$ cat src/mlf_pkg.sv
`timescale 1ns / 1ps

package mlf_pkg;

    localparam int DEF_TABLE_DEPTH = 1024;
    localparam int NUM_PORTS       = 8;
    localparam int MAC_W           = 48;
    localparam int PORT_W          = 3;
    localparam int MASK_W          = 8;
    localparam int LANES           = 32;
    localparam int LANE_W          = $clog2(LANES);
    localparam int PADDR_W         = 3;
    localparam int PDATA_W         = 32;

    localparam logic [MAC_W-1:0]  BCAST_ADDR = {MAC_W{1'b1}};
    localparam logic [MASK_W-1:0] EXIST_MASK =
        (NUM_PORTS >= MASK_W) ? {MASK_W{1'b1}} : MASK_W'((1 << NUM_PORTS) - 1);

    localparam logic [MASK_W-1:0] PORT_ENABLE_RST = 8'hFF;
    localparam logic [MASK_W-1:0] BLOCKED_RST     = 8'h00;

    // register index, taken from paddr[2]
    localparam logic REG_PORT_ENABLE = 1'b0;
    localparam logic REG_BLOCKED     = 1'b1;

    typedef struct packed {
        logic [MAC_W-1:0]  src_mac;
        logic [MAC_W-1:0]  dst_mac;
        logic [PORT_W-1:0] ingress_port;
    } hdr_t;

    typedef struct packed {
        logic [MASK_W-1:0] egress_mask;
        logic              dest_known;
        logic              is_broadcast;
        logic              learn_dropped;
    } fwd_t;

    typedef struct packed {
        logic [MASK_W-1:0] port_enable;
        logic [MASK_W-1:0] blocked;
    } regs_t;

    typedef struct packed {
        logic capture;
        logic rd_en;
        logic learn;
        logic out_load;
    } cmd_t;

    typedef struct packed {
        logic table_empty;
        logic scan_last;
        logic out_free;
    } sts_t;

endpackage

$ cat src/mlf_regs.sv
`timescale 1ns / 1ps

module mlf_regs
    import mlf_pkg::*;
(
    input  logic               clk,
    input  logic               rst_n,
    input  logic               psel,
    input  logic               penable,
    input  logic               pwrite,
    input  logic [PADDR_W-1:0] paddr,
    input  logic [PDATA_W-1:0] pwdata,
    output logic [PDATA_W-1:0] prdata,
    output logic               pready,
    output regs_t              regs
);

    logic [MASK_W-1:0] port_enable_reg;
    logic [MASK_W-1:0] blocked_reg;
    logic              wr_en;

    assign pready = 1'b1;
    assign wr_en  = psel && penable && pwrite;

    always_ff @(posedge clk or negedge rst_n)
    begin
        if (!rst_n)
        begin
            port_enable_reg <= PORT_ENABLE_RST;
            blocked_reg     <= BLOCKED_RST;
        end
        else if (wr_en)
        begin
            unique case (paddr[2])
                REG_PORT_ENABLE: port_enable_reg <= pwdata[MASK_W-1:0];
                REG_BLOCKED:     blocked_reg     <= pwdata[MASK_W-1:0];
                default:         ;
            endcase
        end
    end

    always_comb
    begin
        unique case (paddr[2])
            REG_PORT_ENABLE: prdata = {{(PDATA_W-MASK_W){1'b0}}, port_enable_reg};
            REG_BLOCKED:     prdata = {{(PDATA_W-MASK_W){1'b0}}, blocked_reg};
            default:         prdata = '0;
        endcase
    end

    assign regs.port_enable = port_enable_reg;
    assign regs.blocked     = blocked_reg;

endmodule

$ cat config.mk
export PLATFORM = sky130hd
export DESIGN_NAME = mlf_regs
export DESIGN_NICKNAME = d
export VERILOG_FILES = /design/src/mlf_pkg.sv /design/src/mlf_regs.sv
export SDC_FILE = /design/constraint.sdc
export NUM_CORES = 1
export LEC_CHECK = 0
export CORE_MARGIN = 4
export CORE_UTILIZATION = 64
export CTS_BUF_LIST = sky130_fd_sc_hd__clkbuf_4
export CTS_CLUSTER_SIZE = 8
export DETAILED_ROUTE_END_ITERATION = 10
export DONT_BUFFER_PORTS = 1
export PLACE_DENSITY = 0.89
export SETUP_SLACK_MARGIN = 0.02
export SYNTH_ARGS = -nofsm -noshare
export SYNTH_HDL_FRONTEND = slang
export SYNTH_SLANG_ARGS = --single-unit
export TNS_END_PERCENT = 1
$ cat constraint.sdc
create_clock -name clk -period 0.98 [get_ports clk]
set_clock_uncertainty 0.05 [all_clocks]
set_input_delay 0 -clock clk [delete_from_list [all_inputs] [get_ports clk]]
set_output_delay 0 -clock clk [all_outputs]
set_load 0.1 [all_outputs]
==> results.toml, run 1 <==
[outcome]
status = "aborted with a tool error"
stop_stage = "5_1_grt"
stop_error = "[ERROR DPL-0033] detailed placement checks failed during check placement."

[clock_tree]
cts_sinks = 16
cts_setup_buffers = 0
numCtsBuffers = 3
cts_max_level = 1
cts_root_buf = "clkbuf_4"
clock_path_buffers = 2

[floorplan]
die_height_um = 46.17
num_rows = 13
initial_core_util_pct = 69.89
die_x_um = 46.17
io-pin-count = 89

[place]
post-place-ws_ps = -15.82
place.gp.congestion = 0.5932
hpwl_um = 1416
port_buffers = 0

[synthesis]
ys_seq_area_share_pct = 44.03
netlist_area_sq_um = 932.1
syn_inst = 70
yosysWarnings = 0
yosysUniqueCellTypes = 8
yosys_register_bits = 16
syn_avg_cell_area_sq_um = 13.32

[global_route]
grt_max_degree = 17
antenna_found_initial = 0

[timing]
grt-worst-endpoint = "prdata[6]"
worstEpCategory = "top-level output"
-- cell usage after synthesis --
cell | count | area [sq um]
nand4b_4 | 1 | 23.77
nand4_4 | 1 | 21.27
buf_6 | 1 | 11.26
buf_4 | 25 | 187.7
mux2_2 | 24 | 270.3
conb_1 | 2 | 7.510
dfstp_2 | 8 | 210.2
dfrtp_1 | 8 | 200.2
-- repair_timing --
action                     4_1_cts
setup endpoints to repair       26
hold buffers                    10
hold endpoints to repair        32
gates resized for setup         17
-- cells by family after synthesis --
group | count (synthesis) | share of synthesized area (%)
buffers and inverters | 26 | 21.34
flip-flops | 16 | 44.03
multiplexers | 24 | 28.99
other | 2 | 0.8057
AND/OR/NAND/NOR | 2 | 4.832
-- metrics by stage --
stage / hold slack (ps) / cell area, sq um / TNS, ps / std cells
CTS: -9.411 / 1256 / -4574 / 113
floorplan: -345.6 / 1089 / -3664 / 93
global placement: -345.2 / 1069 / -30.97 / 100
detailed placement: -345.2 / 1069 / -77.61 / 100
==> inputs of run 2 (changes only) <==
Settings changed: CORE_AREA set to 4 4 65 67, CORE_MARGIN 4 to not set, CORE_UTILIZATION 64 to not set, CTS_BUF_LIST sky130_fd_sc_hd__clkbuf_4 to not set, CTS_CLUSTER_SIZE 8 to not set, DIE_AREA set to 0 0 69 71, PLACE_DENSITY 0.89 to not set, PLACE_DENSITY_LB_ADDON set to 0.15, SETUP_SLACK_MARGIN 0.02 to not set.
==> results.toml, run 2 <==
[outcome]
status = "finished with violations"
violations = "negative hold slack, negative setup slack"

[timing]
worstMarginPinSlew_ps = 727.0
fin_crit_sh_pct = 129.3
hold_ws_ps = -175.5
fmaxAchievable_mhz = 789.2
max-slew-margin-rel_pct = 51.53
worst_slack_ps = -287.1
period_minus_slack_ps = 1267
finalSetupViolCount = 16
rsz0062_at_grt = "true"
drv_slew = 0
hold_viol_final = 8

[final_layout]
regArea_sq_um = 450.4
drive_gt1_share_pct = 66.00
final_nets = 141
instances_no_fill = 148
final_core_util_pct = 37.47
antennaDiodeCount = 0
multiInputGateArea_sq_um = 442.9
fillerInstances = 358
final_common_cell = "conb_1"
syn_to_final_growth_pct = 46.04
final_cell_mix = "conb_1, mux2_2, buf_6"

[place]
place.gp.congestion = 0.6083
placed_cells = 135
post-place-ws_ps = -15.09
port_buffers = 0
hpwl_um = 1465

[setup_path]
slowest_delay_ps = 630
reg2reg_slack_ps = 30
critical_path_required_ps = 930
crit_cells = 1
start_kind = "flop"
r2r_cells = 2
crit_family = "flip-flops"
cp-startpoint = "port_enable_reg[6]"
rr_endpoint = "port_enable_reg[1]"
rr_startpoint = "port_enable_reg[1]"
setup.worst_path.class = "flop to primary output"
cp-endpoint = "prdata[6]"
crit_slowest_cell = "dfstp_4"
arrival_ps = 1220
worst-path-buf-inv = 0
critPathMaxFanout = 3
path_cells = "mux2_4"
endpoint_kind = "primary output"

[floorplan]
dieArea_sq_um = 4899
die_height_um = 71
initial_core_util_pct = 25.65
num_rows = 22
io-pin-count = 89
fp.coreArea_sq_um = 3633
die_x_um = 69

[clock_tree]
numCtsBuffers = 3
clock_latency_ps = 240
hold_buffers = 9
clk_pin_slew_ps = 60
cts_tree = "built"
cts_root_buf = "clkbuf_8"
clock_path_buffers = 2
cts_max_level = 1
cts_sinks = 16

[detailed_routing]
drc = 0
drtAntennaViolNets = 0
wl_um = 1992
num_vias = 564
drt-initial-drc-count = 5
viasPerCell = 3.811
wire_per_inst_um = 13.46
dr.pass1.iters = 3

[flow_run]
drv_cap = 0

[synthesis]
yosys-top-cells-count = "buf_4, mux2_2, dfrtp_1, dfstp_2, conb_1"
synthMuxAreaShare_pct = 28.99
synthFlopType = "dfstp_2"
yosys.area.top_type_share_pct = 28.99
ys_seq_area_share_pct = 44.03
synth.most_common_cell = "buf_4"
syn_inst = 70
syn_avg_cell_area_sq_um = 13.32
yosys.area.top_type = "mux2_2"
yosys_register_bits = 16
synth-simple-area-share_pct = 4.832
yosysWarnings = 0
synth-edff-count = 0
synth_fa_ha_area_share_pct = 0
yosys-top-cells-area = "mux2_2, dfstp_2, dfrtp_1"
async_flop_share_pct = 100.0
synthXorXnorAreaFrac_pct = 0
yosysUniqueCellTypes = 8
synth_top_family_by_area = "multiplexers"
synth_compound_area_share_pct = 0
netlist_area_sq_um = 932.1

[global_route]
grt_pass1_wl_um = 3070
antenna_found_initial = 0
grt_overflow_total = 0
grt_usage_pct = 7.932
grt_pass1_vias = 602
grt_max_degree = 17

[min_path]
holdCritPathClass = "input port to async pin"

[pwr]
powerDensity_nw_per_um2 = 3417
seqPwrFrac_pct = 22.7
p_switching_mw = 2.677
pwr-share-clk_pct = 12.4
peakVddDrop_mv = 1.391
internal_power_mw = 1.974
swShare_pct = 57.57
fin_total_pwr_mw = 4.651
p_leak_nw = 0.6271
combinationalPowerShare_pct = 64.9
==> run 2: cell counts after synthesis <==
No cell type changed its count.
==> run 2: cell families (layout without fill, tap and decap cells) <==
family | Yosys count | in the layout
DFF | 16 | 16
and+or+nand+nor | 2 | 2
muxes | 24 | 24
buffers and inverters | 26 | 33
other | 2 | 25
==> run 2: through the flow <==
step / TNS, ps / cell area [sq um]
floorplan: -3664 / 1089
detailed placement: -46.75 / 1150
global route: -4225 / 1361
CTS: -4043 / 1318
finish: -3689 / 1361
global placement: -21.19 / 1150
==> run 2: layer usage <==
layer	track usage, %	wire [um]	vias to the layer above
met4	1.302	0	0
li1	-	-	246
met5	0	0	-
met1	9.585	771	275
met3	3.835	254	0
met2	13.03	966	43
==> run 2: what timing repair did <==
item                                    4_1_cts  5_1_grt
endpoints found under the setup margin       18       31
setup buffers                                 0        0
hold endpoints to repair                     32        8
resized for setup                             6       12
==> run 2: layout make-up <==
type	instances	area share, %
Clock buffer	4	4.044
Tap cell	48	4.412
Sequential cell	16	33.09
Multi-Input combinational cell	51	32.54
Timing Repair Buffer	29	25.92
==> run 2: worst min-delay path by stage <==
stage	start	endpoint	slack, ps	depth (start not counted)
2_1_floorplan	rst_n	blocked_reg[0]	-350	0
3_3_place_gp	rst_n	blocked_reg[4]	-340	0
3_5_place_dp	rst_n	blocked_reg[7]	-350	0
4_1_cts	paddr[2]	blocked_reg[5]	20	2
5_1_grt	rst_n	blocked_reg[7]	-110	1
6_report	rst_n	blocked_reg[2]	-180	1
==> run 2: power by group through the flow <==
stage          logic, mW  registers (mW)  clock network [mW]
2_1_floorplan       1.41            2.14                   0
3_3_place_gp        2.87            1.03                   0
3_5_place_dp        2.87            1.04                   0
4_1_cts             2.96            1.04               0.621
5_1_grt             3.08            1.08               0.646
6_report            3.02            1.06               0.576
Note: power is estimated with default switching activity, not from simulation.
==> inputs of run 3 (changes only) <==
Clock period 0.98 ns to 1.43 ns, I/O delays scaled along.
==> results.toml, run 3 (synthesis results as in run 2) <==
[outcome]
status = "finished, final reports clean"

[pwr]
swShare_pct = 59.43
powerDensity_nw_per_um2 = 2388
combinationalPowerShare_pct = 67.3
seqPwrFrac_pct = 22.0
pwr-share-clk_pct = 10.7
peakVddDrop_mv = 1.103
p_switching_mw = 1.824
p_leak_nw = 0.5820
internal_power_mw = 1.245

[final_layout]
antennaDiodeCount = 0
final_nets = 144
drive_gt1_share_pct = 66.67
final_core_util_pct = 35.37
final_cell_mix = "conb_1, mux2_2, buf_4"
final_common_cell = "conb_1"
syn_to_final_growth_pct = 37.85
instances_no_fill = 150
fin_area_sq_um = 1285
fillerInstances = 377

[place]
place.gp.congestion = 0.6286
placed_cell_area_sq_um = 1154
port_buffers = 0
placed_cells = 138
hpwl_um = 1546

[timing]
fmaxAchievable_mhz = 843.5
hold_viol_final = 0
fin_crit_sh_pct = 82.90
max-slew-margin-rel_pct = 50.17
fin_setup_tns_ps = 0
drv_slew = 0
worstMarginPinSlew_ps = 745.1
finalSetupViolCount = 0
period_minus_slack_ps = 1186
rsz0062_at_grt = "false"

[detailed_routing]
drt-initial-drc-count = 9
wire_per_inst_um = 13.53
dr.pass1.iters = 2
drtAntennaViolNets = 0
drc = 0
num_vias = 572
wl_um = 2029
viasPerCell = 3.813

[clock_tree]
cts_root_buf = "clkbuf_8"
hold_buffers = 9
numCtsBuffers = 3
cts_setup_buffers = 0
cts_max_level = 1
clock_path_buffers = 2
clock_latency_ps = 240
clk_pin_slew_ps = 60
cts_sinks = 16
cts_tree = "built"
cts_resized = 0

[floorplan]
num_rows = 22
io-pin-count = 89
dieArea_sq_um = 4899
die_x_um = 69
die_height_um = 71
fp.coreArea_sq_um = 3633
initial_core_util_pct = 25.65

[setup_path]
setup.worst_path.class = "flop to primary output"
endpoint_kind = "primary output"
worst-path-buf-inv = 1
crit_slowest_cell = "dfstp_2"
path_cells = "mux2_2 > buf_12"
start_kind = "flop"
crit_family = "flip-flops"
critical_path_required_ps = 1380
slowest_delay_ps = 540
arrival_ps = 1140
critPathMaxFanout = 3

[min_path]
holdCritPathClass = "input port to flop"

[flow_run]
drv_cap = 0

[global_route]
grt_overflow_total = 0
antenna_found_initial = 0
grt_pass1_wl_um = 3180
grt_usage_pct = 8.014
grt_pass1_vias = 624
grt_max_degree = 17
run 3: cell types whose count changed in the layout (fill, tap and decap cells not counted), moves of 8 or more:
| cell | delta |
|---|---|
| dfstp_4 | -8 |
| buf_6 | -10 |
| mux2_2 | +8 |
| buf_4 | +13 |
| mux2_4 | -8 |
| dfstp_2 | +8 |
run 3: worst paths after layout:
check                                    from        endpoint  slack [ps]  cells past startpoint
min in group asynchronous               rst_n  blocked_reg[4]         220                      1
min reg2reg                    blocked_reg[3]  blocked_reg[3]         480                      1
min                                  paddr[2]  blocked_reg[4]          30                      2
max                        port_enable_reg[4]       prdata[4]         240                      2
max reg2reg                    blocked_reg[4]  blocked_reg[4]         590                      1
max in group asynchronous               rst_n  blocked_reg[6]         600                      1
run 3: through the flow:
stage	worst slack [ps]	power, mW	hold WS [ps]
after floorplan	-61.98	2.355	-345.6
after global placement	507.9	2.718	-344.9
after detailed placement	508.2	2.728	-345.0
after CTS	233.6	3.100	32.87
after global routing	186.6	3.174	33.24
final	244.5	3.069	31.20
run 3: power by group through the flow:
| stage | logic, mW | registers (mW) | clock network [mW] |
|---|---|---|---|
| 2_1_floorplan | 0.930 | 1.43 | 0 |
| 3_5_place_dp | 2.04 | 0.684 | 0 |
| 3_3_place_gp | 2.04 | 0.678 | 0 |
| 6_report | 2.07 | 0.674 | 0.329 |
| 4_1_cts | 2.08 | 0.679 | 0.343 |
| 5_1_grt | 2.11 | 0.695 | 0.367 |
run 3: area by class of cell:
type                       count  area (sq um)  share of cell area [%]
clock buffer                   3         41.29                   3.213
sequential                    16         420.4                   32.72
tap                           48         60.06                   4.674
multi-input combinational     51         412.9                   32.13
timing repair buffer          32         350.3                   27.26
run 3: metal layers:
layer  GRT usage [%]  up-vias  wire length [um]  share of wire [%]
met5               0        -                 0                  0
met4           1.952        0                 0                  0
met1           9.733      282               811                 40
met2           13.14       37              1015                 50
li1                -      253                 -                  -
met3           3.409        0               201                9.9
