<file path="config.mk">
export PLATFORM = sky130hd
export DESIGN_NAME = mlf_ctrl
export DESIGN_NICKNAME = d
export VERILOG_FILES = /design/src/mlf_pkg.sv /design/src/mlf_ctrl.sv
export SDC_FILE = /design/constraint.sdc
export NUM_CORES = 1
export LEC_CHECK = 0
export ABC_AREA = 1
export BUFFER_PORTS_ARGS = -buffer_cell sky130_fd_sc_hd__buf_2
export CORE_AREA = 2 2 39 41
export DETAILED_ROUTE_END_ITERATION = 16
export DIE_AREA = 0 0 41 43
export GPL_TIMING_DRIVEN = 1
export PLACE_DENSITY = 0.43
export SLEW_MARGIN = 10
export SYNTH_ARGS = -nofsm -noshare
export SYNTH_HDL_FRONTEND = slang
export SYNTH_SLANG_ARGS = --single-unit
</file>
<file path="constraint.sdc">
create_clock -name clk -period 1.1 [get_ports clk]
set_clock_uncertainty 0.05 [all_clocks]
set_input_delay 0.165 -clock clk [delete_from_list [all_inputs] [get_ports clk]]
set_output_delay 0.165 -clock clk [all_outputs]
set_load 0.05 [all_outputs]
</file>
<file path="src/mlf_pkg.sv">
`timescale 1ns / 1ps

package mlf_pkg;

    localparam int DEF_TABLE_DEPTH = 1024;
    localparam int NUM_PORTS       = 8;
    localparam int MAC_W           = 48;
    localparam int PORT_W          = 3;
    localparam int MASK_W          = 8;
    localparam int LANES           = 32;
    localparam int LANE_W          = $clog2(LANES);
    localparam int PADDR_W         = 3;
    localparam int PDATA_W         = 32;

    localparam logic [MAC_W-1:0]  BCAST_ADDR = {MAC_W{1'b1}};
    localparam logic [MASK_W-1:0] EXIST_MASK =
        (NUM_PORTS >= MASK_W) ? {MASK_W{1'b1}} : MASK_W'((1 << NUM_PORTS) - 1);

    localparam logic [MASK_W-1:0] PORT_ENABLE_RST = 8'hFF;
    localparam logic [MASK_W-1:0] BLOCKED_RST     = 8'h00;

    // register index, taken from paddr[2]
    localparam logic REG_PORT_ENABLE = 1'b0;
    localparam logic REG_BLOCKED     = 1'b1;

    typedef struct packed {
        logic [MAC_W-1:0]  src_mac;
        logic [MAC_W-1:0]  dst_mac;
        logic [PORT_W-1:0] ingress_port;
    } hdr_t;

    typedef struct packed {
        logic [MASK_W-1:0] egress_mask;
        logic              dest_known;
        logic              is_broadcast;
        logic              learn_dropped;
    } fwd_t;

    typedef struct packed {
        logic [MASK_W-1:0] port_enable;
        logic [MASK_W-1:0] blocked;
    } regs_t;

    typedef struct packed {
        logic capture;
        logic rd_en;
        logic learn;
        logic out_load;
    } cmd_t;

    typedef struct packed {
        logic table_empty;
        logic scan_last;
        logic out_free;
    } sts_t;

endpackage

</file>
<file path="src/mlf_ctrl.sv">
`timescale 1ns / 1ps

module mlf_ctrl
    import mlf_pkg::*;
(
    input  logic clk,
    input  logic rst_n,
    input  logic hdr_valid,
    output logic hdr_ready,
    input  sts_t sts,
    output cmd_t cmd
);

    localparam logic [2:0] ST_IDLE  = 3'd0;
    localparam logic [2:0] ST_SCAN  = 3'd1;
    localparam logic [2:0] ST_DRAIN = 3'd2;
    localparam logic [2:0] ST_LEARN = 3'd3;
    localparam logic [2:0] ST_DONE  = 3'd4;

    logic [2:0] state_reg;
    logic [2:0] state_next;

    always_ff @(posedge clk or negedge rst_n)
    begin
        if (!rst_n)
        begin
            state_reg <= ST_IDLE;
        end
        else
        begin
            state_reg <= state_next;
        end
    end

    always_comb
    begin
        state_next = state_reg;
        cmd        = '0;
        hdr_ready  = 1'b0;
        unique case (state_reg)
            ST_IDLE:
            begin
                hdr_ready = 1'b1;
                if (hdr_valid)
                begin
                    cmd.capture = 1'b1;
                    state_next  = ST_SCAN;
                end
            end
            ST_SCAN:
            begin
                if (sts.table_empty)
                begin
                    state_next = ST_LEARN;
                end
                else
                begin
                    cmd.rd_en = 1'b1;
                    if (sts.scan_last)
                    begin
                        state_next = ST_DRAIN;
                    end
                end
            end
            // last row still in the compare stage
            ST_DRAIN:
            begin
                state_next = ST_LEARN;
            end
            ST_LEARN:
            begin
                cmd.learn  = 1'b1;
                state_next = ST_DONE;
            end
            ST_DONE:
            begin
                if (sts.out_free)
                begin
                    cmd.out_load = 1'b1;
                    state_next   = ST_IDLE;
                end
            end
            default:
            begin
                state_next = ST_IDLE;
            end
        endcase
    end

endmodule

</file>
=== After elaboration in Yosys (flattened, before gate mapping) ===
Index checks and enable logic that the tools add are counted.
Widths: inputs -> output; s select.

* Flip-flop bits (word level): 3
* Input port bits: 6
* Output and inout bits: 5

* Equal/unequal tests: 7
* Muxes and demuxes: 13
* Reduce and logical (&&, ||, !) cells: 2

{| class="wikitable"
|+ Operators with widths
! kind !! number
|-
| $pmux 3 s5 || 1
|-
| $mux 3 || 4
|-
| $mux 1 || 8
|-
| $eq 3x2->1 const B || 2
|-
| $ne 2x2->1 const B || 2
|-
| $eq 3x1->1 const B || 1
|-
| $eq 3x3->1 const B || 1
|-
| $logic_not 3->1 || 1
|-
| $ne 3x3->1 const B || 1
|-
| $reduce_and 3->1 || 1
|}

=== Depth between registers and ports, before layout ===
Gate-level depths: netlist (run 1).

* Word-level depth: 3
* Gate-level depth with buffers: 6

=== Worst setup path after synthesis (run 1) ===
OpenSTA, ideal clock, no wires.

* Kind: register to output
* Start: reg state_reg[2]
* End: out cmd[2] (netlist name)
* Arrival time: 2.013 ns
* Required time: 0.885 ns
* Setup slack: -1.128 ns
* Cell stages (with the launch flop): 3
* Path through: dfrtp_1 > buf_6 > nor4_1

{| class="wikitable"
|+ RTL lines
! item !! line !! text
|-
| start: declaration || mlf_ctrl.sv:20 || <nowiki>logic [2:0] state_reg;</nowiki>
|-
| start signal: assignment || mlf_ctrl.sv:31 || <nowiki>state_reg <= state_next;</nowiki>
|-
| end: declaration || mlf_ctrl.sv:11 || <nowiki>output cmd_t cmd</nowiki>
|}

==> summary.md, run 1 <==
| Metric | Value |
|---|---|
| Outcome | `finished with violations` |
| Failing checks | `negative setup slack` |
| DIE AREA | `0.001763 mm2` |
| Area growth syn-to-layout | `126.0%` |
| #FFs+latches synth | `3` |
| Hold_ws | `0.1815 ns` |
| Leak | `0.2502 nW` |
| Max Root-Sink Buffers | `2` |
| Final Max Tran Viols | `0` |
| Diode count | `0` |
| CTS Root Cell | `clkbuf_4` |
| CP Cell Sequence | `nor2_4 -> inv_4 -> nor3_4 -> buf_6` |
| Crit path arrival time | `1.16 ns` |
| Maxcap violations | `0` |
| CP max FO | `4` |
| Max IR drop VDD | `0.001000 V` |
| Worst Setup Start Kind | `register` |
| CP peak stage delay | `0.42 ns` |
| Num rows | `14` |
| Yosys warns | `0` |
| Die Ht | `43 um` |
| CTS sink count | `3` |
| Die Wd | `41 um` |
| Starting Density | `0.1600` |
| Worst path buffer plus inverter count | `2` |
| WS Path Type | `reg2out` |
| Commonest non-fill, non-tap cell in the layout | `buf_6` |
| Final Hold Viols | `0` |
| Final worst setup slack | `-0.2799 ns` |
| Max reg flops | `3` |
| DRT iter0 DRCs | `1` |
| Async SR Flop Fraction | `1.000` |
| WL/cell | `8.552 um` |
| Main synth FF type | `dfrtp_1` |
| Synth cell types | `15` |
| Avg Cell Area, Syn | `7.382 um2` |
| RSZ-0062 raised after global routing | `true` |
| Total GRT Usage | `0.07871` |
| Gate Count Post-Synth | `30` |
| Fmax | `0.7247 GHz` |
| CP endpoint kind | `output pin` |
| Tcrit/Tclk final | `1.254` |
| Final wirelength | `573 um` |
| Final worst path period need | `1.380 ns` |
| WP data required | `0.88 ns` |
| First-pass GRT wire length | `959 um` |
| Largest net degree at the start of global routing | `5` |
| Max-slew headroom at the worst pin | `0.8654` |
| Clock transition at the registers of the reported paths | `0.04 ns` |
| Vias | `276` |
| Crit-path slowest cell | `dfrtp_1` |
| Syn Std Cell Area | `221.5 um2` |
| Register area share after synthesis | `0.3390` |
| IO buf count | `10` |
| CP delay by family, top | `flip-flops` |
| Via count of the first global-routing pass | `284` |
| DR vias/cell | `4.119` |
| DRT antenna net count | `0` |
| GP Congestion | `0.7134` |
| Post-synth EDFFs | `0` |
| Final setup violation count | `6` |
| Core area | `0.001384 mm2` |
| H-tree depth | `1` |
| Initial antenna violation count | `0` |
| Final nets | `58` |
| Power Dens Cells | `3375 mW/mm2` |
| # IOs | `11` |
| Hold/Removal Path Class | `in2reg` |
| Slew of the pin with the lowest slew margin | `0.2004 ns` |
| Clk Latency, worst-skew pair | `0.23 ns` |
| CTS Buf Count | `3` |
| Placed Cells incl. Taps | `61` |
| DRT Pass-1 Iters | `2` |
| Syn nets | `36` |
| Fin cells | `67` |
| GRT Residual Overflow | `0` |
| Most frequent cells in the layout | `buf_6 (7), buf_2 (5), buf_4 (5)` |
| Dpl hpwl | `438.5 um` |
| Drc violations | `0` |
| Layout cells sized above 1 | `0.7647` |
| TritonCTS clock tree | `done` |
[routing by layer]
metal	vias up	GRT usage	wire length, um
met1	135	0.08170	228
met2	4	0.1375	326
met4	0	0.06000	0
met3	0	0	19
li1	137	-	-
met5	-	0	0
[repair_timing]
item | in CTS | in global routing
pin swaps | 4 | 2
hold endpoints to repair | 3 | 0
buffers inserted | 1 | 0
setup endpoints to repair | 7 | 8
hold buffers | 1 | 0
resized for setup | 20 | 4
[path summary, 6_finish.rpt]
check,depth (start not counted),endpoint,from,slack (ns)
worst max-delay path,4,cmd[3],state_reg[0],-0.28
worst min-delay path,3,state_reg[0],sts[1],0.18
worst max register to register,7,state_reg[0],state_reg[0],-0.06
worst min register to register,2,state_reg[2],state_reg[2],0.65
max in group asynchronous,2,state_reg[1],rst_n,0.68
min in group asynchronous,2,state_reg[0],rst_n,0.21
[cells in the mapped netlist (2+ instances only)]
| master | number | share of area |
|---|---|---|
| nor2_2 | 2 | 0.056 |
| dfrtp_1 | 3 | 0.34 |
| nor2_1 | 4 | 0.068 |
| nor3_1 | 2 | 0.045 |
| inv_2 | 2 | 0.034 |
| inv_1 | 3 | 0.051 |
| nand2_1 | 3 | 0.051 |
| nand3_1 | 4 | 0.090 |
[worst min-delay path: cells and delay by family]
| kind | cells | cell delay, ns |
|---|---|---|
| and+or+nand+nor | 2 | 0.17 |
| buffers and inverters | 1 | 0.07 |
[metrics by stage]
step / utilization / instance area, um2 / setup slack, ns / power [mW] / setup TNS (ns)
floorplan: - / 266.5 / -0.2072 / 0.9439 / -0.6555
global placement: 0.2676 / 370.4 / -0.1800 / 1.209 / -0.7331
detailed placement: 0.2676 / 370.4 / -0.1718 / 1.201 / -0.6525
CTS: 0.3490 / 483.0 / -0.2937 / 1.654 / -1.414
global route: 0.3617 / 500.5 / -0.3584 / 1.803 / -1.805
finish: 0.3617 / 500.5 / -0.2799 / 1.689 / -1.321
[kinds of logic (layout without fill, tap and decap cells)]
family                 Yosys count  in the layout  synth area share
AOI/OAI and AO/OA                1              1           0.02258
buffers and inverters            7             28            0.1695
DFF                              3              3            0.3390
and+or+nand+nor                 19             19            0.4689
[power by group]
group | switching, mW | internal (mW)
sequential | 0.0796 | 0.172
combinational | 0.700 | 0.547
clock | 0.0557 | 0.136
[area by class of cell]
type | instances | area [um2]
multi-input cells | 20 | 190.2
inverters | 5 | 21.27
clock buffers | 4 | 26.28
repair buffers | 19 | 166.4
well taps | 16 | 20.02
fillers | 149 | 883.3
flip-flops and latches | 3 | 76.32
Note: power is estimated with default switching activity, not from simulation.
==> inputs of run 2 (changes only) <==
--- a/config.mk
+++ b/config.mk
@@ -8,10 +8,12 @@
 export ABC_AREA = 1
 export BUFFER_PORTS_ARGS = -buffer_cell sky130_fd_sc_hd__buf_2
 export CORE_AREA = 2 2 39 41
+export CTS_CLUSTER_DIAMETER = 30
 export DETAILED_ROUTE_END_ITERATION = 16
 export DIE_AREA = 0 0 41 43
 export GPL_TIMING_DRIVEN = 1
 export PLACE_DENSITY = 0.43
+export SKIP_CTS_REPAIR_TIMING = 1
 export SLEW_MARGIN = 10
 export SYNTH_ARGS = -nofsm -noshare
 export SYNTH_HDL_FRONTEND = slang
==> run 2 against run 1 <==
Against the previous run: the run still ends with negative setup slack left; core utilization shrank 1.4 points; routed wire length down 3.0%; non-clock buffer count stayed put; via count is 1.8% lower; sequential cell count unchanged; worst hold slack about the same; sequential power about the same; global-route usage down 0.81 points; clock-buffer cell count unchanged.
==> summary.md, run 2 (synthesized netlist as in run 1, its figures left out) <==
| Metric | Value |
|---|---|
| Outcome | `finished with violations` |
| Failing checks | `negative setup slack` |
| Crit-path slowest cell | `dfrtp_1` |
| Slew of the pin with the lowest slew margin | `0.2025 ns` |
| Hold endpoint | `state_reg[0]` |
| CTS sink count | `3` |
| CP max FO | `2` |
| Via count of the first global-routing pass | `241` |
| Area growth syn-to-layout | `117.5%` |
| Initial antenna violation count | `0` |
| Final worst path period need | `1.396 ns` |
| Hold Crit Start | `sts[1]` |
| CP peak stage delay | `0.39 ns` |
| Power Dens Cells | `3378 mW/mm2` |
| Dpl hpwl | `438.5 um` |
| Leak | `0.2473 nW` |
| Most frequent cells in the layout | `buf_6 (8), buf_2 (5), buf_4 (5)` |
| Clock share of power | `0.118` |
| Max IR drop VDD | `0.001017 V` |
| TritonCTS clock tree | `done` |
| Final Hold Viols | `0` |
| R2R depth | `7` |
| Dpl cell area | `370.4 um2` |
| Die Ht | `43 um` |
| DIE AREA | `0.001763 mm2` |
| CTS Root Cell | `clkbuf_4` |
| Commonest non-fill, non-tap cell in the layout | `buf_6` |
| Int Pwr | `825.2 uW` |
| DR vias/cell | `4.045` |
| GP Congestion | `0.7134` |
| H-tree depth | `1` |
| Largest net degree at the start of global routing | `5` |
| Worst r2r src | `state_reg[0]` |
| RSZ-0062 raised after global routing | `true` |
| DRT Pass-1 Iters | `3` |
| Crit path arrival time | `1.18 ns` |
| Clk Latency, worst-skew pair | `0.23 ns` |
| Worst flop-to-flop path endpoint | `state_reg[0]` |
| Layout cells sized above 1 | `0.6667` |
| Clock transition at the registers of the reported paths | `0.04 ns` |
| Num rows | `14` |
| Max Root-Sink Buffers | `2` |
| DRT iter0 DRCs | `4` |
| Diode count | `0` |
| Maxcap violations | `0` |
| R2r setup slk | `-0.06 ns` |
| Final Max Tran Viols | `0` |
| WS Path Type | `reg2out` |
| # IOs | `11` |
| WP data required | `0.88 ns` |
| Drc violations | `0` |
| Worst Setup Start Kind | `register` |
| Overall power | `1.627 mW` |
| Max-slew headroom at the worst pin | `0.8640` |
| Sum of negative setup slack | `-1.364 ns` |
| Final setup violation count | `7` |
| CP Cell Sequence | `buf_6 -> inv_4 -> nor4_4 -> buf_6` |
| Filler Cell Count | `155` |
| CP most frequent cell | `buf_6` |
| Tcrit/Tclk final | `1.269` |
| Final worst setup slack | `-0.2957 ns` |
| GRT Residual Overflow | `0` |
| Final instance area | `481.7 um2` |
| DRT antenna net count | `0` |
| Final wirelength | `556 um` |
| Die Wd | `41 um` |
| Sequential Power Share | `0.152` |
| First-pass GRT wire length | `841 um` |
| CP endpoint kind | `output pin` |
| Hold/Removal Path Class | `in2reg` |
| Max reg flops | `3` |
| CTS Buf Count | `3` |
| Core area | `0.001384 mm2` |
| Logic pwr share | `0.730` |
| Fmax | `0.7165 GHz` |
| Starting Density | `0.1600` |
| Total GRT Usage | `0.07064` |
| IO buf count | `10` |
| Switch share | `0.4929` |
| Switching Power | `802.1 uW` |
| Hold depth | `3` |
| Vias | `271` |
| Final nets | `58` |
| WL/cell | `8.299 um` |
[run 2: cell count changes in the layout (fill, tap and decap cells not counted), moves of 2 or more]
cell     previous run  this run
nor2_1              1         3
nand3_1             1         3
nand3_2             3         1
nor2_2              3         1
[run 2: through the flow]
stage | hold WS, ns | cells | setup slack, ns | utilization
6_report | 0.1815 | 67 | -0.2957 | 0.3481
5_1_grt | 0.2074 | 67 | -0.3662 | 0.3481
3_5_place_dp | -0.08711 | 61 | -0.1718 | 0.2676
4_1_cts | -0.3333 | 65 | -0.4233 | 0.2866
3_3_place_gp | -0.08733 | 61 | -0.1800 | 0.2676
2_1_floorplan | -0.1806 | 30 | -0.2072 | -
[run 2: cell type report]
class	instances	area, um2	share of cell area
Sequential cell	3	76.32	0.1584
Clock buffer	4	26.28	0.05455
Inverter	5	23.77	0.04935
Multi-Input combinational cell	20	172.7	0.3584
Timing Repair Buffer	19	162.7	0.3377
Tap cell	16	20.02	0.04156
[run 2: how the worst max path moves through the flow]
| stage | from | end | slack (ns) | cells past startpoint |
|---|---|---|---|---|
| global placement | state_reg[1] | cmd[0] | -0.18 | 4 |
| finish | state_reg[0] | cmd[2] | -0.30 | 4 |
| floorplan | state_reg[1] | cmd[2] | -0.21 | 1 |
| detailed placement | state_reg[1] | cmd[3] | -0.17 | 4 |
| global route | state_reg[0] | cmd[2] | -0.37 | 4 |
| CTS | state_reg[1] | cmd[3] | -0.42 | 4 |
[run 2: per-layer routing]
layer,up-vias,part of all wire,track usage
li1,139,-,-
met4,0,0,0.06000
met3,0,0.036,0
met2,4,0.58,0.1156
met5,-,0,0
met1,128,0.38,0.07843
[run 2: power groups by stage]
stage               combinational, mW  clock, mW  sequential, mW
global placement                0.970          0           0.239
detailed placement              0.965          0           0.236
finish                           1.19      0.192           0.248
CTS                             0.970      0.198           0.236
global route                     1.28      0.209           0.255
floorplan                       0.726          0           0.218
[run 2: worst max-delay path: cells and delay by family (launching register included)]
kind / cells / cell delay (ns)
buf+inv: 3 / 0.35
flops: 1 / 0.39
simple gates: 1 / 0.21
==> inputs of run 3 (changes only) <==
--- a/config.mk
+++ b/config.mk
@@ -6,13 +6,14 @@
 export NUM_CORES = 1
 export LEC_CHECK = 0
 export ABC_AREA = 1
-export BUFFER_PORTS_ARGS = -buffer_cell sky130_fd_sc_hd__buf_2
 export CORE_AREA = 2 2 39 41
 export CTS_CLUSTER_DIAMETER = 30
 export DETAILED_ROUTE_END_ITERATION = 16
 export DIE_AREA = 0 0 41 43
+export DONT_BUFFER_PORTS = 1
 export GPL_TIMING_DRIVEN = 1
-export PLACE_DENSITY = 0.43
+export MAX_ROUTING_LAYER = met4
+export PLACE_DENSITY = 0.36
 export SKIP_CTS_REPAIR_TIMING = 1
 export SLEW_MARGIN = 10
 export SYNTH_ARGS = -nofsm -noshare
==> run 3 against run 2 <==
Against the previous run: the flow still finishes with violations (negative setup slack); via count fell by 4.4%; core utilization increased by 3.3 points; sequential power about the same; critical path depth is the same; first-iteration DRC count grew 50%; sequential share of layout area decreased by 1.4 points; register-to-register slack improved by 0.05 ns; clock power grew 9%; total power up 19%; setup slack got worse by 0.069 ns; clock-buffer cell count unchanged; largest cell class unchanged.
==> summary.md, run 3 (synthesized netlist as in run 1, its figures left out) <==
| Metric | Value |
|---|---|
| Outcome | `finished with violations` |
| Failing checks | `negative setup slack` |
| Tcrit/Tclk final | `1.332` |
| Sum of negative setup slack | `-1.673 ns` |
| Area growth syn-to-layout | `137.9%` |
| Diode count | `0` |
| DR vias/cell | `4.177` |
| CP endpoint kind | `output pin` |
| Maxcap violations | `0` |
| WL/cell | `10.23 um` |
| RSZ-0062 raised after global routing | `true` |
| Num rows | `14` |
| Max Root-Sink Buffers | `2` |
| Crit-path slowest cell | `dfrtp_1` |
| WP data required | `0.88 ns` |
| Max-slew headroom at the worst pin | `0.8309` |
| Fin cells | `62` |
| Worst path buffer plus inverter count | `2` |
| Power Dens Cells | `3661 mW/mm2` |
| Final wirelength | `634 um` |
| Core area | `0.001384 mm2` |
| Total GRT Usage | `0.08893` |
| CP Cell Sequence | `nor2_4 -> inv_4 -> nor3_4 -> buf_12` |
| GRT Residual Overflow | `0` |
| CP peak stage delay | `0.41 ns` |
| CP max FO | `4` |
| DIE AREA | `0.001763 mm2` |
| Final Hold Viols | `0` |
| IO buf count | `0` |
| Hold/Removal Path Class | `in2reg` |
| Leak | `0.2470 nW` |
| Clock transition at the registers of the reported paths | `0.04 ns` |
| DRT iter0 DRCs | `6` |
| Initial antenna violation count | `0` |
| Hold_ws | `0.06711 ns` |
| DRT antenna net count | `0` |
| First-pass GRT wire length | `972 um` |
| Dpl hpwl | `430.8 um` |
| WS Path Type | `reg2out` |
| CTS Buf Count | `3` |
| CP delay by family, top | `flip-flops` |
| Starting Density | `0.1600` |
| Placed Cells incl. Taps | `53` |
| Die Wd | `41 um` |
| Crit path arrival time | `1.25 ns` |
| Final Max Tran Viols | `0` |
| Final nets | `53` |
| Dpl cell area | `385.4 um2` |
| Max IR drop VDD | `0.001483 V` |
| GP Congestion | `0.7795` |
| Die Ht | `43 um` |
| Max reg flops | `3` |
| Filler Cell Count | `141` |
| Layout cells sized above 1 | `0.7174` |
| Vias | `259` |
| Final worst path period need | `1.465 ns` |
| H-tree depth | `1` |
| CTS Root Cell | `clkbuf_4` |
| Final setup violation count | `7` |
| Largest net degree at the start of global routing | `6` |
| Fmax | `0.6827 GHz` |
| # IOs | `11` |
| Via count of the first global-routing pass | `240` |
| Slew of the pin with the lowest slew margin | `0.2518 ns` |
| Drc violations | `0` |
| TritonCTS clock tree | `done` |
| CTS sink count | `3` |
| Most frequent cells in the layout | `nor2_4 (5), buf_12 (5), buf_6 (4), buf_4 (4)` |
| Worst Setup Start Kind | `register` |
| Final worst setup slack | `-0.3647 ns` |
| Clk Latency, worst-skew pair | `0.25 ns` |
| Final instance area | `526.8 um2` |
| DRT Pass-1 Iters | `4` |
==> run 3: changes by cell type in the layout (fill, tap and decap cells not counted), moves of 2 or more <==
cell / before / now
buf_2: 5 / 0
nor2_1: 3 / 1
nand2_1: 3 / 1
buf_6: 8 / 4
buf_12: 0 / 5
nor2_4: 3 / 5
==> run 3: worst reg2reg max path, stage by stage (launching register included) <==
cell and delay (ns):
dfrtp_1 0.41, buf_6 0.14, buf_6 0.11, nand2_4 0.07
nand2_2 0.05, nor2_2 0.07, nand4_1 0.08, nand2_1 0.07
==> run 3: per-stage QoR <==
step           power, mW    util  worst slack, ns
5_1_grt            2.038  0.3807          -0.4311
6_report           1.929  0.3807          -0.3647
3_5_place_dp       1.312  0.2785          -0.1445
4_1_cts            1.526  0.2975          -0.4145
2_1_floorplan     0.9439       -          -0.2072
3_3_place_gp       1.320  0.2785          -0.1228
==> run 3: worst paths after layout <==
kind | from | to | slack, ns | depth (start not counted)
hold reg to reg | state_reg[2] | state_reg[1] | 0.59 | 3
setup / recovery | state_reg[0] | cmd[3] | -0.36 | 4
max in group asynchronous | rst_n | state_reg[1] | 0.74 | 1
hold / removal | sts[2] | state_reg[0] | 0.07 | 3
setup reg to reg | state_reg[0] | state_reg[0] | -0.01 | 7
min in group asynchronous | rst_n | state_reg[0] | 0.11 | 1
==> run 3: per-layer routing <==
metal | vias to the layer above | track usage | share of wire
li1 | 130 | - | -
met1 | 118 | 0.1013 | 0.39
met2 | 9 | 0.1125 | 0.51
met3 | 2 | 0.02094 | 0.057
met4 | 0 | 0.1000 | 0.038
met5 | - | - | 0
==> run 3: where the power goes <==
| part | switching, mW | total, mW | internal (mW) |
|---|---|---|---|
| logic | 0.770 | 1.47 | 0.704 |
| registers | 0.0750 | 0.246 | 0.171 |
| clock network | 0.0717 | 0.209 | 0.137 |
| total | 0.916 | 1.93 | 1.01 |
==> run 3: final cells by class <==
cell class	count	area, um2	area share
tap	16	20.02	0.03800
timing repair buffer	14	185.2	0.3515
sequential	3	76.32	0.1449
clock buffer	4	26.28	0.04988
inverter	5	21.27	0.04038
multi-input combinational	20	197.7	0.3753
